File: config.mk
export PLATFORM = sky130hd
export DESIGN_NAME = keypad_debounce_event_generator
export DESIGN_NICKNAME = d
export VERILOG_FILES = /design/src/kdeg_pkg.sv /design/src/kdeg_history.sv /design/src/kdeg_event_gen.sv /design/src/keypad_debounce_event_generator.sv
export SDC_FILE = /design/constraint.sdc
export NUM_CORES = 1
export LEC_CHECK = 0
export BUFFER_PORTS_ARGS = -buffer_cell sky130_fd_sc_hd__buf_2
export CELL_PAD_IN_SITES_DETAIL_PLACEMENT = 0
export CELL_PAD_IN_SITES_GLOBAL_PLACEMENT = 1
export CORE_ASPECT_RATIO = 2
export CORE_MARGIN = 1
export CORE_UTILIZATION = 50
export CTS_BUF_LIST = sky130_fd_sc_hd__clkbuf_16
export CTS_CLUSTER_DIAMETER = 100
export DETAILED_ROUTE_END_ITERATION = 7
export HOLD_SLACK_MARGIN = 0.15
export PLACE_DENSITY_LB_ADDON = 0.1
export SYNTH_ARGS = -nofsm -noshare
export SYNTH_HDL_FRONTEND = slang
export SYNTH_SLANG_ARGS = --single-unit
File: constraint.sdc
create_clock -name aclk -period 3 [get_ports aclk]
set_clock_uncertainty 0.2 [all_clocks]
set_input_delay 0.75 -clock aclk [delete_from_list [all_inputs] [get_ports aclk]]
set_output_delay 0.75 -clock aclk [all_outputs]
set_load 0.005 [all_outputs]
File: src/kdeg_pkg.sv
// ----------------------------------------------------------------------------
// kdeg_pkg - shared types for the keypad debounce event generator
// Sequencer states, control groups between the sequencer and its units,
// and the fixed widths of the stream fields.
// ----------------------------------------------------------------------------
package kdeg_pkg;

    // fixed field widths
    localparam int SCAN_W      = 12;
    localparam int KEY_INDEX_W = 4;
    localparam int S_TDATA_W   = 16;
    localparam int M_TDATA_W   = 8;

    // sequencer states, one-hot
    typedef enum logic [3:0] {
        ST_IDLE   = 4'b0001,
        ST_REDUCE = 4'b0010,
        ST_LOAD   = 4'b0100,
        ST_EMIT   = 4'b1000
    } seq_state_t;

    // control into the history ring and its accumulator
    typedef struct packed {
        logic write;    // store scan word, restart accumulation
        logic step;     // fold one slot into the accumulators
    } hist_ctrl_t;

    // control into the event generator
    typedef struct packed {
        logic load;     // latch the change mask
        logic run;      // walk the keys
    } evt_ctrl_t;

endpackage

File: src/kdeg_history.sv
// ----------------------------------------------------------------------------
// kdeg_history - scan history ring with a shared fold unit
// Holds HISTORY_DEPTH scan words. After a write, one slot per step is folded
// into an any-low and an all-high mask.
// ----------------------------------------------------------------------------
module kdeg_history #(
    parameter int HISTORY_DEPTH = 5,
    parameter int KEY_COUNT     = 12
) (
    input  logic                     aclk,
    input  logic                     aresetn,
    input  kdeg_pkg::hist_ctrl_t     ctrl,
    input  logic [KEY_COUNT-1:0]     scan,
    output logic [KEY_COUNT-1:0]     any_low,
    output logic [KEY_COUNT-1:0]     all_high,
    output logic                     fold_last
);

    localparam int SLOT_W = $clog2(HISTORY_DEPTH);
    localparam logic [SLOT_W-1:0] LAST_SLOT = SLOT_W'(HISTORY_DEPTH - 1);

    logic [KEY_COUNT-1:0] hist_reg [HISTORY_DEPTH];
    logic [SLOT_W-1:0]    wr_slot_reg, wr_slot_next;
    logic [SLOT_W-1:0]    rd_slot_reg, rd_slot_next;
    logic [KEY_COUNT-1:0] any_low_reg, any_low_next;
    logic [KEY_COUNT-1:0] all_high_reg, all_high_next;
    logic [KEY_COUNT-1:0] rd_word;

    assign rd_word   = hist_reg[rd_slot_reg];
    assign fold_last = (rd_slot_reg == LAST_SLOT);
    assign any_low   = any_low_reg;
    assign all_high  = all_high_reg;

    // pointers and fold unit
    always_comb begin
        wr_slot_next  = wr_slot_reg;
        rd_slot_next  = rd_slot_reg;
        any_low_next  = any_low_reg;
        all_high_next = all_high_reg;
        if (ctrl.write) begin
            wr_slot_next  = (wr_slot_reg == LAST_SLOT) ? '0 : wr_slot_reg + 1'b1;
            rd_slot_next  = '0;
            any_low_next  = '0;
            all_high_next = '1;
        end else if (ctrl.step) begin
            rd_slot_next  = fold_last ? '0 : rd_slot_reg + 1'b1;
            any_low_next  = any_low_reg | ~rd_word;
            all_high_next = all_high_reg & rd_word;
        end
    end

    always_ff @(posedge aclk) begin
        if (!aresetn) begin
            wr_slot_reg <= '0;
            rd_slot_reg <= '0;
            for (int i = 0; i < HISTORY_DEPTH; i++) begin
                hist_reg[i] <= '1;
            end
        end else begin
            wr_slot_reg <= wr_slot_next;
            rd_slot_reg <= rd_slot_next;
            if (ctrl.write) begin
                hist_reg[wr_slot_reg] <= scan;
            end
        end
    end

    // accumulators are payload
    always_ff @(posedge aclk) begin
        any_low_reg  <= any_low_next;
        all_high_reg <= all_high_next;
    end

endmodule

File: src/kdeg_event_gen.sv
// ----------------------------------------------------------------------------
// kdeg_event_gen - stable key mask and serial event output
// Latches the keys whose stable state changes, then walks the keys one per
// cycle while the output register is free, placing one event at a time in it.
// ----------------------------------------------------------------------------
module kdeg_event_gen #(
    parameter int KEY_COUNT = 12
) (
    input  logic                                aclk,
    input  logic                                aresetn,
    input  kdeg_pkg::evt_ctrl_t                 ctrl,
    input  logic [KEY_COUNT-1:0]                any_low,
    input  logic [KEY_COUNT-1:0]                all_high,
    output logic                                pending_empty,
    output logic                                m_tvalid,
    input  logic                                m_tready,
    output logic [kdeg_pkg::KEY_INDEX_W-1:0]    key_index,
    output logic                                pressed,
    output logic                                last
);

    localparam int KEY_W = (KEY_COUNT > 1) ? $clog2(KEY_COUNT) : 1;

    logic [KEY_COUNT-1:0]               stable_reg, stable_next;
    logic [KEY_COUNT-1:0]               pending_reg, pending_next;
    logic [KEY_W-1:0]                   key_reg, key_next;
    logic                               valid_reg, valid_next;
    logic [kdeg_pkg::KEY_INDEX_W-1:0]   index_reg, index_next;
    logic                               pressed_reg, pressed_next;
    logic                               last_reg, last_next;
    logic [KEY_COUNT-1:0]               key_bit;
    logic [KEY_COUNT-1:0]               rest;
    logic                               slot_free;

    assign key_bit       = KEY_COUNT'(1) << key_reg;
    assign rest          = pending_reg & ~key_bit;
    assign slot_free     = !valid_reg || m_tready;
    assign pending_empty = (pending_reg == '0);

    // key walk and output register
    always_comb begin
        stable_next  = stable_reg;
        pending_next = pending_reg;
        key_next     = key_reg;
        valid_next   = valid_reg && !m_tready;
        index_next   = index_reg;
        pressed_next = pressed_reg;
        last_next    = last_reg;
        if (ctrl.load) begin
            pending_next = (~stable_reg & any_low) | (stable_reg & all_high);
            key_next     = '0;
        end else if (ctrl.run && slot_free && !pending_empty) begin
            key_next = key_reg + 1'b1;
            if (pending_reg[key_reg]) begin
                // a changing key toggles its stable state
                stable_next[key_reg] = ~stable_reg[key_reg];
                pending_next         = rest;
                valid_next           = 1'b1;
                index_next           = kdeg_pkg::KEY_INDEX_W'(key_reg);
                pressed_next         = ~stable_reg[key_reg];
                last_next            = (rest == '0);
            end
        end
    end

    always_ff @(posedge aclk) begin
        if (!aresetn) begin
            stable_reg  <= '0;
            pending_reg <= '0;
            key_reg     <= '0;
            valid_reg   <= 1'b0;
        end else begin
            stable_reg  <= stable_next;
            pending_reg <= pending_next;
            key_reg     <= key_next;
            valid_reg   <= valid_next;
        end
    end

    always_ff @(posedge aclk) begin
        index_reg   <= index_next;
        pressed_reg <= pressed_next;
        last_reg    <= last_next;
    end

    assign m_tvalid  = valid_reg;
    assign key_index = index_reg;
    assign pressed   = pressed_reg;
    assign last      = last_reg;

endmodule

File: src/keypad_debounce_event_generator.sv
// ----------------------------------------------------------------------------
// keypad_debounce_event_generator - key matrix debounce and event stream
// Stores each scan word in a history ring, folds the ring into down/up masks
// and emits one press or release event per key whose stable state changes.
//
//   channel  dir  tdata bits                      side bits
//   s_       in   [11:0] scan_bits                -
//   m_       out  [3:0] key_index, [4] pressed    tlast = last
//
// Each scan is accepted, folded one slot per step through the shared fold unit
// across all HISTORY_DEPTH slots, loaded as a change mask and then walked key
// by key up to the last changing key, until the change mask is seen empty.
// s_tready is high only while the sequencer is idle.
// A stalled m_ side holds the key walk; the next scan can still be taken while
// the final event waits in the output register.
// Reset: history all released, slot 0, no key down, output empty.
// ----------------------------------------------------------------------------
module keypad_debounce_event_generator #(
    parameter int HISTORY_DEPTH = 5,
    parameter int ROW_COUNT     = 3,
    parameter int COLUMN_COUNT  = 4
) (
    input  logic                              aclk,
    input  logic                              aresetn,
    input  logic                              s_tvalid,
    output logic                              s_tready,
    input  logic [kdeg_pkg::S_TDATA_W-1:0]    s_tdata,   // [11:0] scan_bits
    output logic                              m_tvalid,
    input  logic                              m_tready,
    output logic [kdeg_pkg::M_TDATA_W-1:0]    m_tdata,   // [3:0] key_index, [4] pressed
    output logic                              m_tlast    // last
);

    localparam int KEY_COUNT = ROW_COUNT * COLUMN_COUNT;

    typedef logic [KEY_COUNT-1:0] keys_t;

    kdeg_pkg::seq_state_t state_reg, state_next;
    kdeg_pkg::hist_ctrl_t hist_ctrl;
    kdeg_pkg::evt_ctrl_t  evt_ctrl;

    keys_t                              scan_keys;
    keys_t                              any_low;
    keys_t                              all_high;
    logic                               fold_last;
    logic                               pending_empty;
    logic [kdeg_pkg::KEY_INDEX_W-1:0]   key_index;
    logic                               pressed;
    logic                               s_accept;

    assign s_tready  = (state_reg == kdeg_pkg::ST_IDLE);
    assign s_accept  = s_tvalid && s_tready;
    assign scan_keys = keys_t'(s_tdata[kdeg_pkg::SCAN_W-1:0]);

    // sequencer
    always_comb begin
        state_next      = state_reg;
        hist_ctrl.write = 1'b0;
        hist_ctrl.step  = 1'b0;
        evt_ctrl.load   = 1'b0;
        evt_ctrl.run    = 1'b0;
        unique case (state_reg)
            kdeg_pkg::ST_IDLE: begin
                if (s_accept) begin
                    hist_ctrl.write = 1'b1;
                    state_next      = kdeg_pkg::ST_REDUCE;
                end
            end
            kdeg_pkg::ST_REDUCE: begin
                hist_ctrl.step = 1'b1;
                if (fold_last) begin
                    state_next = kdeg_pkg::ST_LOAD;
                end
            end
            kdeg_pkg::ST_LOAD: begin
                evt_ctrl.load = 1'b1;
                state_next    = kdeg_pkg::ST_EMIT;
            end
            kdeg_pkg::ST_EMIT: begin
                evt_ctrl.run = 1'b1;
                if (pending_empty) begin
                    state_next = kdeg_pkg::ST_IDLE;
                end
            end
            default: begin
                state_next = kdeg_pkg::ST_IDLE;
            end
        endcase
    end

    always_ff @(posedge aclk) begin
        if (!aresetn) begin
            state_reg <= kdeg_pkg::ST_IDLE;
        end else begin
            state_reg <= state_next;
        end
    end

    kdeg_history #(
        .HISTORY_DEPTH (HISTORY_DEPTH),
        .KEY_COUNT     (KEY_COUNT)
    ) u_history (
        .aclk      (aclk),
        .aresetn   (aresetn),
        .ctrl      (hist_ctrl),
        .scan      (scan_keys),
        .any_low   (any_low),
        .all_high  (all_high),
        .fold_last (fold_last)
    );

    kdeg_event_gen #(
        .KEY_COUNT (KEY_COUNT)
    ) u_event_gen (
        .aclk          (aclk),
        .aresetn       (aresetn),
        .ctrl          (evt_ctrl),
        .any_low       (any_low),
        .all_high      (all_high),
        .pending_empty (pending_empty),
        .m_tvalid      (m_tvalid),
        .m_tready      (m_tready),
        .key_index     (key_index),
        .pressed       (pressed),
        .last          (m_tlast)
    );

    // pack result fields, zero fill to the byte
    assign m_tdata = {{(kdeg_pkg::M_TDATA_W - kdeg_pkg::KEY_INDEX_W - 1){1'b0}},
                      pressed, key_index};

endmodule
==> results.md <==
* Ys Warns at 0
* Largest net degree at the start of global routing at 25
* Synth Area in XOR/XNOR at 0.2296%
* CP Capture Type: flip-flop
* Largest register FFs at 96
* Die area at 15790 um^2
* Iter 0 DRT Violations at 222
* Leading cell types in the layout, fill and taps excluded: nand2_1, edfxtp_1, dfxtp_1, mux4_2, inv_1
* Switch Pwr at 1169 uW
* Vias at 4872
* Total power at 4997 uW
* CTS clock-pin slew for the worst setup and hold paths at 80 ps
* Critical Path RT at 2910 ps
* Startpoint types: flip-flop
* Rows at 63
* Mapped cell area at 7630 um^2
* Min-delay worst type: reg2reg
* Worst Path Max Fanout at 13
* Post-synthesis mux area share at 12.73%
* Clock share of power at 46.6%
* Layout net count at 698
* Initial DRT Pass Iterations at 5
* Max cap viols at 0
* Internal power at 3828 uW
* Synth unique cells at 57
* # IOs at 31
* Number of vias per cell at 5.562
* WL per Instance at 19.67 um
* CTS buffer count at 17
* Max_slew headroom at 44.93%
* Maximum vdd drop at 0.6040 mV
* Sequential Power Share at 49.6%
* Syn Area/Cell at 11.96 um^2
* Least-Margin Pin Slew at 824.9 ps
* Fin util at 58.03%
* Crit path kind: reg2reg
* #FFs+latches synth at 168
* Final period util at 84.52%
* Congestion Overflow GR at 0
* Post-synthesis compound-gate area fraction at 7.150%
* Max clock buf depth at 2
* Max Slew Vio Count at 0
* Clock root buffer: clkbuf_16
* Vias in the first global route at 5129
* Main combinational cell family by area after synthesis: simple AND/OR/NAND/NOR gates
* Critical path arrival at 2450 ps
* Fin crit period at 2536 ps
* Synth Area in Simple Gates at 16.56%
* Clk_lat worst skew at 420 ps
* Multi-input combinational cell area at 2963 um^2
* Share of layout cells above drive strength 1 at 22.61%
* PD cells at 578.0 nW/um^2
* Gate Count Post-Synth at 638
* Commonest non-fill, non-tap cell in the layout: nand2_1
* First-pass GRT wire length at 26950 um
* Core footprint at 14900 um^2
* Routed Antenna Nets at 0
* Post-CTS Setup Bufs at 0
* Gr usage total at 24.06%
* RSZ-0062 raised after global routing: false
* Min Hold Slack at 242.7 ps
* Adder-Cell Fraction of Synth Area at 1.640%
* HP Start: u_history.all_high[2]$_SDFFE_PP1N_
* Crit path launch: state_reg[3]$_SDFFE_PN0P_
* ANT cells at 0
* H-tree levels at 4
* Endpoints failing hold at 0
* Die X at 89.35 um
* Post-synth EDFFs at 102
* Resized cells post-CTS at 0
* Sequential area share after synthesis at 57.46%
* Fin Setup TNS at 0 ps
* R2R Path Start: state_reg[3]$_SDFFE_PN0P_
* Antenna violations before repair at 0
* Port Buf Inserts at 23
* WL final at 17230 um
* Run status: finished, final reports clean
* Initial Utilization at 51.21%
* Syn-to-layout area delta at 13.32%
* CTS sink count at 168
* FF/Latch Area at 4384 um^2
* Combinational fraction of design power at 3.8%
* Synth Flop Type: edfxtp_1
* Routability cong. at 0.9235
* CTS tree: built
* P_leak at 0.002785 uW
* Final setup vio count at 0
* Die H at 176.7 um
* FMAX at 394.4 MHz
* DP HPWL at 12660 um
* Sw Ratio at 23.39%
* Asr flop ratio synth at 0%
* CTS hold repair buffers at 0
* DRC Markers at 0
* Fillers at 1274
[layer usage]
metal	GRT usage, %	wire [um]
met2	46.25	10140
met1	22.43	5961
met3	4.524	328
met4	13.56	804
met5	0	0
[worst paths after layout]
kind / end / slack [ps] / depth (start not counted)
worst max-delay path: u_history.hist_reg[1][7]$_SDFFCE_PN1P_ / 460 / 5
worst min-delay path: u_history.all_high[2]$_SDFFE_PP1N_ / 240 / 2
worst max register to register: u_history.hist_reg[1][7]$_SDFFCE_PN1P_ / 460 / 5
worst min register to register: u_history.all_high[2]$_SDFFE_PP1N_ / 240 / 2
[stage by stage]
| step | setup slack (ps) | area [um^2] | cells |
|---|---|---|---|
| detailed placement | 288.8 | 8003 | 844 |
| floorplan | 395.3 | 7637 | 640 |
| global placement | 408.1 | 8003 | 844 |
| finish | 464.3 | 8646 | 876 |
| global route | 278.7 | 8646 | 876 |
| CTS | 346.8 | 8646 | 876 |
[power by group through the flow]
stage	clock network, uW	registers, uW	logic, uW
finish	2330	2480	190
global route	2460	2480	210
CTS	2360	2480	195
detailed placement	0	2530	194
global placement	0	2530	188
floorplan	0	2520	127
[critical path, cell delays in order, from the launching register on]
cell and delay [ps]:
dfxtp_1 370, nor4b_4 420, and2_1 320, nand3_1 450, nand2_1 210, buf_4 250
[Yosys cell counts, drive strengths merged, types with 4 or more instances]
master  instances  area, um^2
a21oi          26       133.9
and2            6       37.54
buf            17       127.6
clkbuf         22       82.58
dfxtp          66        1321
edfxtp        102        3063
ha             10       125.1
inv            28       105.1
mux2i          25       250.2
mux4           31       698.2
nand2         104       397.9
nand2b         26       162.7
nand3          19       95.09
nand4           9       56.30
nor2           27       101.4
nor3            4       25.02
nor4            5       31.28
o21ai          21       105.1
o221ai          5       43.79
o22ai           4       25.02
o31a            4       35.03
or2            37       231.5
[kinds of logic (layout without fill, tap and decap cells)]
| group | Yosys count | after routing |
|---|---|---|
| AOI/OAI and AO/OA | 81 | 81 |
| xor gates and xnor gates | 2 | 2 |
| adders and majority gates | 10 | 10 |
| buffers and inverters | 68 | 109 |
| DFF | 168 | 168 |
| muxes | 58 | 58 |
| other | 1 | 3 |
| and+or+nand+nor | 250 | 250 |
[layout make-up]
class | count | share of cell area (%)
Inverter | 29 | 1.259
Timing Repair Buffer | 48 | 3.502
Clock buffer | 17 | 4.920
Multi-Input combinational cell | 404 | 34.27
Tap cell | 195 | 2.822
Clock inverter | 15 | 2.518
Sequential cell | 168 | 50.71
No activity file was read; power rests on OpenSTA's default activity.
